===== config.mk =====
export PLATFORM = sky130hd
export DESIGN_NAME = piecewise_linear_lookup_unit
export DESIGN_NICKNAME = d
export VERILOG_FILES = /design/src/rtl/plp_pkg.sv /design/src/rtl/piecewise_linear_lookup_unit.sv /design/src/rtl/plp_ram.sv
export SDC_FILE = /design/constraint.sdc
export NUM_CORES = 2
export LEC_CHECK = 0
export ABC_AREA = 1
export ABC_CLOCK_PERIOD_IN_PS = 15800
export BUFFER_PORTS_ARGS = -buffer_cell sky130_fd_sc_hd__buf_2
export CAP_MARGIN = 20
export CORE_ASPECT_RATIO = 1.5
export CORE_MARGIN = 2
export CORE_UTILIZATION = 30
export DETAILED_ROUTE_END_ITERATION = 12
export GPL_TIMING_DRIVEN = 1
export SLEW_MARGIN = 20
export SYNTH_ARGS = -nofsm -noshare
export SYNTH_HDL_FRONTEND = slang
export SYNTH_SLANG_ARGS = --single-unit

===== constraint.sdc =====
create_clock -name clk_i -period 15.8 [get_ports clk_i]
set_input_delay 0.79 -clock clk_i [delete_from_list [all_inputs] [get_ports clk_i]]
set_output_delay 0.79 -clock clk_i [all_outputs]
set_load 0.01 [all_outputs]

===== src/rtl/plp_pkg.sv =====
// Shared types and codes for the piecewise-linear lookup unit.
package plp_pkg;

  // Command codes.
  localparam logic CMD_WRITE = 1'b0;
  localparam logic CMD_EVAL  = 1'b1;

  localparam int unsigned COUNT_W = 5;

  typedef struct packed {
    logic               command;
    logic [3:0]         point_index;
    logic signed [31:0] point_x;
    logic signed [31:0] point_y;
    logic signed [31:0] sample_x;
  } item_t;

  typedef struct packed {
    logic signed [31:0] result_y;
    logic               status;
  } result_t;

  // One table entry as held in the point memory.
  typedef struct packed {
    logic signed [31:0] x;
    logic signed [31:0] y;
  } point_t;

endpackage


===== src/rtl/piecewise_linear_lookup_unit.sv =====
// Top level: piecewise-linear interpolation table with a sequential search and divider.
//
//  channel  | signals                              | handshake
//  ---------+--------------------------------------+---------------------------------
//  command  | start_i, busy_o, item_i              | taken when start_i && !busy_o
//  result   | result_valid_o, result_o             | one-cycle strobe, cannot stall
//  config   | cfg_valid_i, cfg_ready_o, cfg_data_i | written when valid && ready
//
// A write item leaves busy_o low; it gives no result.
// An evaluate item walks the point memory one slot per cycle (one read port),
// then runs one 32x32 multiply and a 32-step restoring divide. It skips both
// when the sample is clamped at either end of the table or when no segment
// brackets it.
// Reset clears the sequencer and sets point_count to 1; the table is not cleared.
// The result strobe lasts one cycle; a new item may be taken in that same cycle.
module piecewise_linear_lookup_unit #(
  parameter int unsigned MAX_POINTS = 16
) (
  input  logic                              clk_i,
  input  logic                              rst_ni,
  // command channel
  input  logic                              start_i,
  output logic                              busy_o,
  input  plp_pkg::item_t                    item_i,
  // result channel
  output logic                              result_valid_o,
  output plp_pkg::result_t                  result_o,
  // configuration channel (point_count)
  input  logic                              cfg_valid_i,
  output logic                              cfg_ready_o,
  input  logic [plp_pkg::COUNT_W-1:0]       cfg_data_i
);

  localparam int unsigned AW    = $clog2(MAX_POINTS);
  // wide enough for the count register, the write index and MAX_POINTS itself
  localparam int unsigned CNT_W = (AW + 1 > plp_pkg::COUNT_W) ? AW + 1 : plp_pkg::COUNT_W;

  // sequencer states
  localparam logic [2:0] ST_IDLE  = 3'd0;
  localparam logic [2:0] ST_FIRST = 3'd1;  // slot 0 on the read port
  localparam logic [2:0] ST_LAST  = 3'd2;  // last slot on the read port
  localparam logic [2:0] ST_SCAN  = 3'd3;  // segment search, one slot per cycle
  localparam logic [2:0] ST_MUL   = 3'd4;  // |dy| * |dx|
  localparam logic [2:0] ST_DIV   = 3'd5;  // restoring divide by |dd|
  localparam logic [2:0] ST_FIN   = 3'd6;  // sign, add y0, saturate

  function automatic logic [31:0] mag33(input logic signed [32:0] v);
    logic signed [32:0] a;
    begin
      a = v[32] ? -v : v;
      mag33 = a[31:0];
    end
  endfunction

  logic [2:0]                  state_q, state_d;
  logic [plp_pkg::COUNT_W-1:0] count_q;
  logic signed [31:0]          x_q, x_d;
  plp_pkg::point_t             prev_q, prev_d;
  logic signed [31:0]          ylast_q, ylast_d;
  logic [AW-1:0]               idx_q, idx_d;
  logic [31:0]                 mul_a_q, mul_a_d, div_q, div_d;
  logic                        neg_q, neg_d;
  logic [31:0]                 rem_q, rem_d, quo_q, quo_d;
  logic [4:0]                  cnt_q, cnt_d;
  logic                        out_valid_q, out_valid_d;
  plp_pkg::result_t            out_q, out_d;

  // memory interface
  logic                        ram_we;
  logic [AW-1:0]               ram_waddr, ram_raddr;
  plp_pkg::point_t             ram_wdata, cur;

  // derived
  logic [CNT_W-1:0]            cnt_ext;
  logic [AW-1:0]               last_idx;
  logic                        accept;
  logic signed [32:0]          dy, dx, dd;
  logic                        bracket;
  logic [63:0]                 prod;
  logic [32:0]                 trial;
  logic signed [33:0]          y_off;
  logic signed [34:0]          y_sum;

  assign accept      = start_i && (state_q == ST_IDLE);
  assign busy_o      = (state_q != ST_IDLE);
  assign cfg_ready_o = 1'b1;

  // count 0 acts as 1, counts above the table size act as the table size
  assign cnt_ext = CNT_W'(count_q);
  always_comb begin
    if (cnt_ext == '0) begin
      last_idx = '0;
    end else if (cnt_ext > CNT_W'(MAX_POINTS)) begin
      last_idx = AW'(MAX_POINTS - 1);
    end else begin
      last_idx = AW'(cnt_ext - CNT_W'(1));
    end
  end

  // writes beyond the table are dropped
  assign ram_we    = accept && (item_i.command == plp_pkg::CMD_WRITE) &&
                     (CNT_W'(item_i.point_index) < CNT_W'(MAX_POINTS));
  assign ram_waddr = AW'(item_i.point_index);
  assign ram_wdata = '{x: item_i.point_x, y: item_i.point_y};

  plp_ram #(
    .WIDTH ($bits(plp_pkg::point_t)),
    .DEPTH (MAX_POINTS)
  ) u_point_ram (
    .clk_i     (clk_i),
    .wr_en_i   (ram_we),
    .wr_addr_i (ram_waddr),
    .wr_data_i (ram_wdata),
    .rd_addr_i (ram_raddr),
    .rd_data_o (cur)
  );

  // segment math off the previous point and the one just read
  assign dy = 33'(cur.y) - 33'(prev_q.y);
  assign dx = 33'(x_q) - 33'(prev_q.x);
  assign dd = 33'(cur.x) - 33'(prev_q.x);
  assign bracket = ((x_q >= prev_q.x) && (x_q < cur.x)) ||
                   ((x_q <= prev_q.x) && (x_q > cur.x));

  // |dy| * |dx| off the registered operands
  assign prod  = 64'(mul_a_q) * 64'(rem_q);
  assign trial = {rem_q, quo_q[31]};
  assign y_off = neg_q ? -$signed({2'b00, quo_q}) : $signed({2'b00, quo_q});
  assign y_sum = 35'(prev_q.y) + 35'(y_off);

  always_comb begin
    state_d     = state_q;
    x_d         = x_q;
    prev_d      = prev_q;
    ylast_d     = ylast_q;
    idx_d       = idx_q;
    mul_a_d     = mul_a_q;
    div_d       = div_q;
    neg_d       = neg_q;
    rem_d       = rem_q;
    quo_d       = quo_q;
    cnt_d       = cnt_q;
    out_valid_d = 1'b0;
    out_d       = out_q;
    ram_raddr   = '0;

    unique case (state_q)
      ST_IDLE: begin
        if (accept && (item_i.command == plp_pkg::CMD_EVAL)) begin
          x_d     = item_i.sample_x;
          state_d = ST_FIRST;
        end
      end
      ST_FIRST: begin
        if (x_q <= cur.x) begin
          out_d       = '{result_y: cur.y, status: 1'b0};
          out_valid_d = 1'b1;
          state_d     = ST_IDLE;
        end else begin
          prev_d    = cur;
          ram_raddr = last_idx;
          state_d   = ST_LAST;
        end
      end
      ST_LAST: begin
        if (x_q >= cur.x) begin
          out_d       = '{result_y: cur.y, status: 1'b0};
          out_valid_d = 1'b1;
          state_d     = ST_IDLE;
        end else begin
          // here at least two points are in use
          ylast_d   = cur.y;
          idx_d     = AW'(1);
          ram_raddr = AW'(1);
          state_d   = ST_SCAN;
        end
      end
      ST_SCAN: begin
        if (bracket) begin
          mul_a_d = mag33(dy);
          div_d   = mag33(dd);
          rem_d   = mag33(dx);  // parked here until the multiply
          neg_d   = dy[32] ^ dx[32] ^ dd[32];
          state_d = ST_MUL;
        end else if (idx_q == last_idx) begin
          // non-monotone table with no segment around the sample
          out_d       = '{result_y: ylast_q, status: 1'b1};
          out_valid_d = 1'b1;
          state_d     = ST_IDLE;
        end else begin
          prev_d    = cur;
          idx_d     = AW'(idx_q + 1'b1);
          ram_raddr = AW'(idx_q + 1'b1);
        end
      end
      ST_MUL: begin
        // |dx| < |dd| keeps the quotient in 32 bits, so the high half is
        // already below the divisor
        state_d = ST_DIV;
        cnt_d   = 5'd31;
        {rem_d, quo_d} = prod;
      end
      ST_DIV: begin
        if (trial >= {1'b0, div_q}) begin
          rem_d = 32'(trial - {1'b0, div_q});
          quo_d = {quo_q[30:0], 1'b1};
        end else begin
          rem_d = trial[31:0];
          quo_d = {quo_q[30:0], 1'b0};
        end
        cnt_d = cnt_q - 5'd1;
        if (cnt_q == 5'd0) begin
          state_d = ST_FIN;
        end
      end
      ST_FIN: begin
        if (y_sum > 35'sh07FFFFFFF) begin
          out_d.result_y = 32'sh7FFFFFFF;
        end else if (y_sum < -35'sh080000000) begin
          out_d.result_y = 32'sh80000000;
        end else begin
          out_d.result_y = y_sum[31:0];
        end
        out_d.status = 1'b0;
        out_valid_d  = 1'b1;
        state_d      = ST_IDLE;
      end
      default: begin
        state_d = ST_IDLE;
      end
    endcase
  end

  always_ff @(posedge clk_i or negedge rst_ni) begin
    if (!rst_ni) begin
      state_q     <= ST_IDLE;
      count_q     <= plp_pkg::COUNT_W'(1);
      out_valid_q <= 1'b0;
    end else begin
      state_q     <= state_d;
      out_valid_q <= out_valid_d;
      if (cfg_valid_i && cfg_ready_o) begin
        count_q <= cfg_data_i;
      end
    end
  end

  always_ff @(posedge clk_i) begin
    x_q     <= x_d;
    prev_q  <= prev_d;
    ylast_q <= ylast_d;
    idx_q   <= idx_d;
    mul_a_q <= mul_a_d;
    div_q   <= div_d;
    neg_q   <= neg_d;
    rem_q   <= rem_d;
    quo_q   <= quo_d;
    cnt_q   <= cnt_d;
    out_q   <= out_d;
  end

  assign result_valid_o = out_valid_q;
  assign result_o       = out_q;

endmodule


===== src/rtl/plp_ram.sv =====
// Generic single-port-write, single-port-read RAM with registered read data.
module plp_ram #(
  parameter int unsigned WIDTH = 64,
  parameter int unsigned DEPTH = 16
) (
  input  logic                     clk_i,
  input  logic                     wr_en_i,
  input  logic [$clog2(DEPTH)-1:0] wr_addr_i,
  input  logic [WIDTH-1:0]         wr_data_i,
  input  logic [$clog2(DEPTH)-1:0] rd_addr_i,
  output logic [WIDTH-1:0]         rd_data_o
);

  logic [WIDTH-1:0] mem_q [DEPTH];

  always_ff @(posedge clk_i) begin
    if (wr_en_i) begin
      mem_q[wr_addr_i] <= wr_data_i;
    end
    rd_data_o <= mem_q[rd_addr_i];
  end

endmodule


==> flow_metrics.py <==
metrics = {
    "run_status": {
        "status": "finished clean",
    },
    "route": {
        "firstDrtPassIters": 7,
        "drt_iter0_drc": 5918,
        "wl_um": 324400,
        "drtAntennaViolNets": 0,
        "vias": 80870,
        "via_per_inst": 4.788,
        "route.detailed.drc": 0,
        "wl_per_cell_um": 19.21,
    },
    "synth": {
        "ys_ff_latch": 1396,
        "synth_ff_type": "edfxtp_1",
        "netlist_instances": 12183,
        "synth.distinct_cells": 64,
        "syn_area_sq_um": 106600,
        "synth.yosys.warnings": 0,
        "ys_seq_area_share_pct": 38.68,
        "synthTopCellsByArea": "edfxtp_1 (37%), fa_1 (17%), nand2_1 (9.7%), inv_1 (9.6%), nand3_1 (6.5%)",
        "syn_nets": 13659,
        "yosysTopAreaCellShare_pct": 37.26,
        "synth_edf_count": 1323,
        "synth_area_leader_cell": "edfxtp_1",
        "async_flop_share_pct": 0.6447,
        "syn_area_per_cell_sq_um": 8.751,
    },
    "job": {
        "drv_cap": 0,
    },
    "sta": {
        "final_max_slew_viol_count": 0,
        "worst_slew_pin_slew_ns": 1.116,
        "fin_worst_skew_ns": 0.06336,
        "hold_viol_final": 0,
        "rsz0062_at_grt": "no",
        "post-route-min-period_ns": 8.859,
        "finalCritPeriodShare_pct": 56.07,
        "setup-tns-final_ns": 0,
        "setup_viol": 0,
        "fmax_ghz": 0.1129,
        "hold_slack_ns": 0.1721,
        "slew_headroom_pct": 25.59,
    },
    "cts": {
        "cts_max_path_buffers": 4,
        "cts_root_buf": "clkbuf_16",
        "cts_made_buffers": 140,
        "cts_tree": "done",
        "clk_pin_slew_ns": 0.08,
        "cts.sinks": 1396,
        "worstSkewPairLatency_ns": 0.80,
        "htree_levels": 4,
    },
    "die": {
        "initial_utilization_pct": 30.08,
        "core_area_sq_um": 354400,
        "die-height_um": 734.1,
        "die_area_sq_um": 360300,
        "io_pins": 146,
        "dieWidth_um": 490.7,
        "num_rows": 268,
    },
    "final_layout": {
        "layout_common_cells": "nand2_1 (2746), inv_1 (2728), nand3_1 (1386)",
        "synthToLayoutAreaGrowth_pct": 9.593,
        "instances_no_fill": 16889,
        "regArea_sq_um": 41240,
        "drive_gt1_share_pct": 4.606,
        "final_nets": 13540,
        "fill_cells": 36581,
        "multi_input_area_sq_um": 52940,
        "layout_commonest_cell": "nand2_1",
    },
    "setup_path": {
        "crit_top_cell": "fa_1",
        "cp_num_buf_inv": 8,
        "startpoint_type": "flop",
        "worst_r2r_endpoint": "rem_q[13]$_DFFE_PP_",
        "crit_type": "flop to flop",
        "worstPathMaxFanout": 32,
        "slowest_delay_ns": 0.59,
        "r2r_cells": 27,
        "worst-endpoint-required_ns": 16.31,
        "slowest_stage": "fa_1",
        "rr_startpoint": "rem_q[17]$_DFFE_PP_",
        "end_kind": "flop",
        "crit_family": "adder cells",
        "arrival_ns": 9.36,
        "r2r_slack_ns": 6.94,
        "cp-startpoint": "rem_q[17]$_DFFE_PP_",
    },
    "hold_path": {
        "hold_path_depth": 1,
        "hold_path_end": "x_q[12]$_DFFE_PP_",
        "hp-class": "input pin to flop",
        "hold_start": "item_i[12]",
    },
    "global_routing": {
        "grt_pass1_vias": 82872,
        "grt_pass1_wl_um": 493500,
        "grt_max_degree": 162,
        "grt-ovfl-total": 0,
        "grt_use_total_pct": 17.70,
        "antenna_found_initial": 47,
    },
    "place": {
        "dp_cells": 16646,
        "dp_hpwl_um": 229000,
        "place_congestion": 1.021,
        "io_buffers": 144,
    },
}
[cells by family (layout without fill, tap and decap cells)]
family | Yosys count | after routing | share of synthesized area (%)
AOI/OAI and AO/OA | 826 | 826 | 4.313
buffers and inverters | 3286 | 3262 | 11.87
and+or+nand+nor | 5058 | 5058 | 20.70
adders and majority gates | 1366 | 1366 | 22.38
DFF | 1396 | 1396 | 38.68
other | 1 | 6 | 0.003517
xor gates and xnor gates | 250 | 250 | 2.061
[worst register-to-register path: stages (launching register included)]
cell	delay [ns]
edfxtp_1	0.44
buf_4	0.32
nand2_1	0.16
inv_1	0.06
fa_1	0.53
inv_1	0.06
fa_1	0.52
inv_1	0.05
fa_1	0.49
inv_1	0.05
fa_1	0.54
inv_1	0.05
fa_1	0.50
fa_1	0.43
fa_1	0.59
fa_1	0.46
ha_1	0.36
a21oi_1	0.27
inv_1	0.07
a21oi_1	0.42
inv_1	0.09
a21oi_1	0.47
a21boi_0	0.23
o21ai_0	0.37
a21oi_1	0.40
o21ai_0	0.26
o21ai_0	0.29
nand3_1	0.11
[final cells by class]
type                    count  area share [%]
multi-input cells        7501           45.31
flip-flops and latches   1396           35.29
inverters                2740           8.829
well taps                4725           5.060
clock buffers             167           3.209
repair buffers            285           1.557
clock inverters            70          0.7282
diodes                      5         0.01071
[repair_timing]
action                    in CTS  in global routing
hold endpoints to repair       8                  0
setup buffers                  0                  0
gates resized for setup        0                  0
hold buffers                   1                  0
[flip-flops by register name, indices dropped and copies added, names as in the netlist]
signal and cells:
cnt_ext 5, cnt_q 5, div_q 32, idx_q 4
mul_a_q 32, neg_q 1, prev_q 64, quo_q 32
rem_q 32, result_o 33, result_valid_o 1, state_q 3
u_point_ram.mem_q 1024, u_point_ram.rd_data_o 64, x_q 32, ylast_q 32
[metrics by stage]
step | util, % | worst slack [ns] | instance area [sq um]
6_report | 32.96 | 6.941 | 116800
5_1_grt | 32.96 | 6.889 | 116800
4_1_cts | 32.96 | 7.162 | 116800
3_5_place_dp | 31.66 | 7.206 | 112200
3_3_place_gp | 31.66 | 7.164 | 112200
2_1_floorplan | - | 6.916 | 106600
[layer usage]
metal  global-route usage [%]  part of all wire [%]  routed length (um)  up-vias
li1                         -                     -                   -    37956
met4                    9.794                   6.3               20420       46
met1                    19.13                    36              117600    39657
met5                        0                 0.088                 287        -
met3                    2.070                   4.7               15210      947
met2                    33.25                    53              170900     2264
[synthesized netlist by cell type (all sizes together) (16+ instances only)]
cell       n
a21boi    17
o21a      16
inv     2736
o21bai    24
fa       901
o21ai    289
clkbuf   270
nor2     493
nand3b   233
a31oi     42
nor3      64
a21oi    343
xor2     157
dfxtp     64
buf      276
edfxtp  1323
xnor2     93
nand4     76
nand2   2752
nor4      26
nand3   1387
a21o      36
ha       465
o211ai    21
[how the worst max path moves through the flow]
stage / endpoint / depth (start not counted) / slack, ns
5_1_grt: rem_q[13]$_DFFE_PP_ / 27 / 6.89
3_3_place_gp: rem_q[13]$_DFFE_PP_ / 27 / 7.16
2_1_floorplan: result_o[0]$_DFFE_PP_ / 14 / 6.92
6_report: rem_q[13]$_DFFE_PP_ / 27 / 6.94
3_5_place_dp: rem_q[13]$_DFFE_PP_ / 27 / 7.21
4_1_cts: rem_q[13]$_DFFE_PP_ / 27 / 7.16
Power is left out: the tool's default activity adds up to more than one toggle a clock period on the data nets, which glitch-free logic cannot reach.
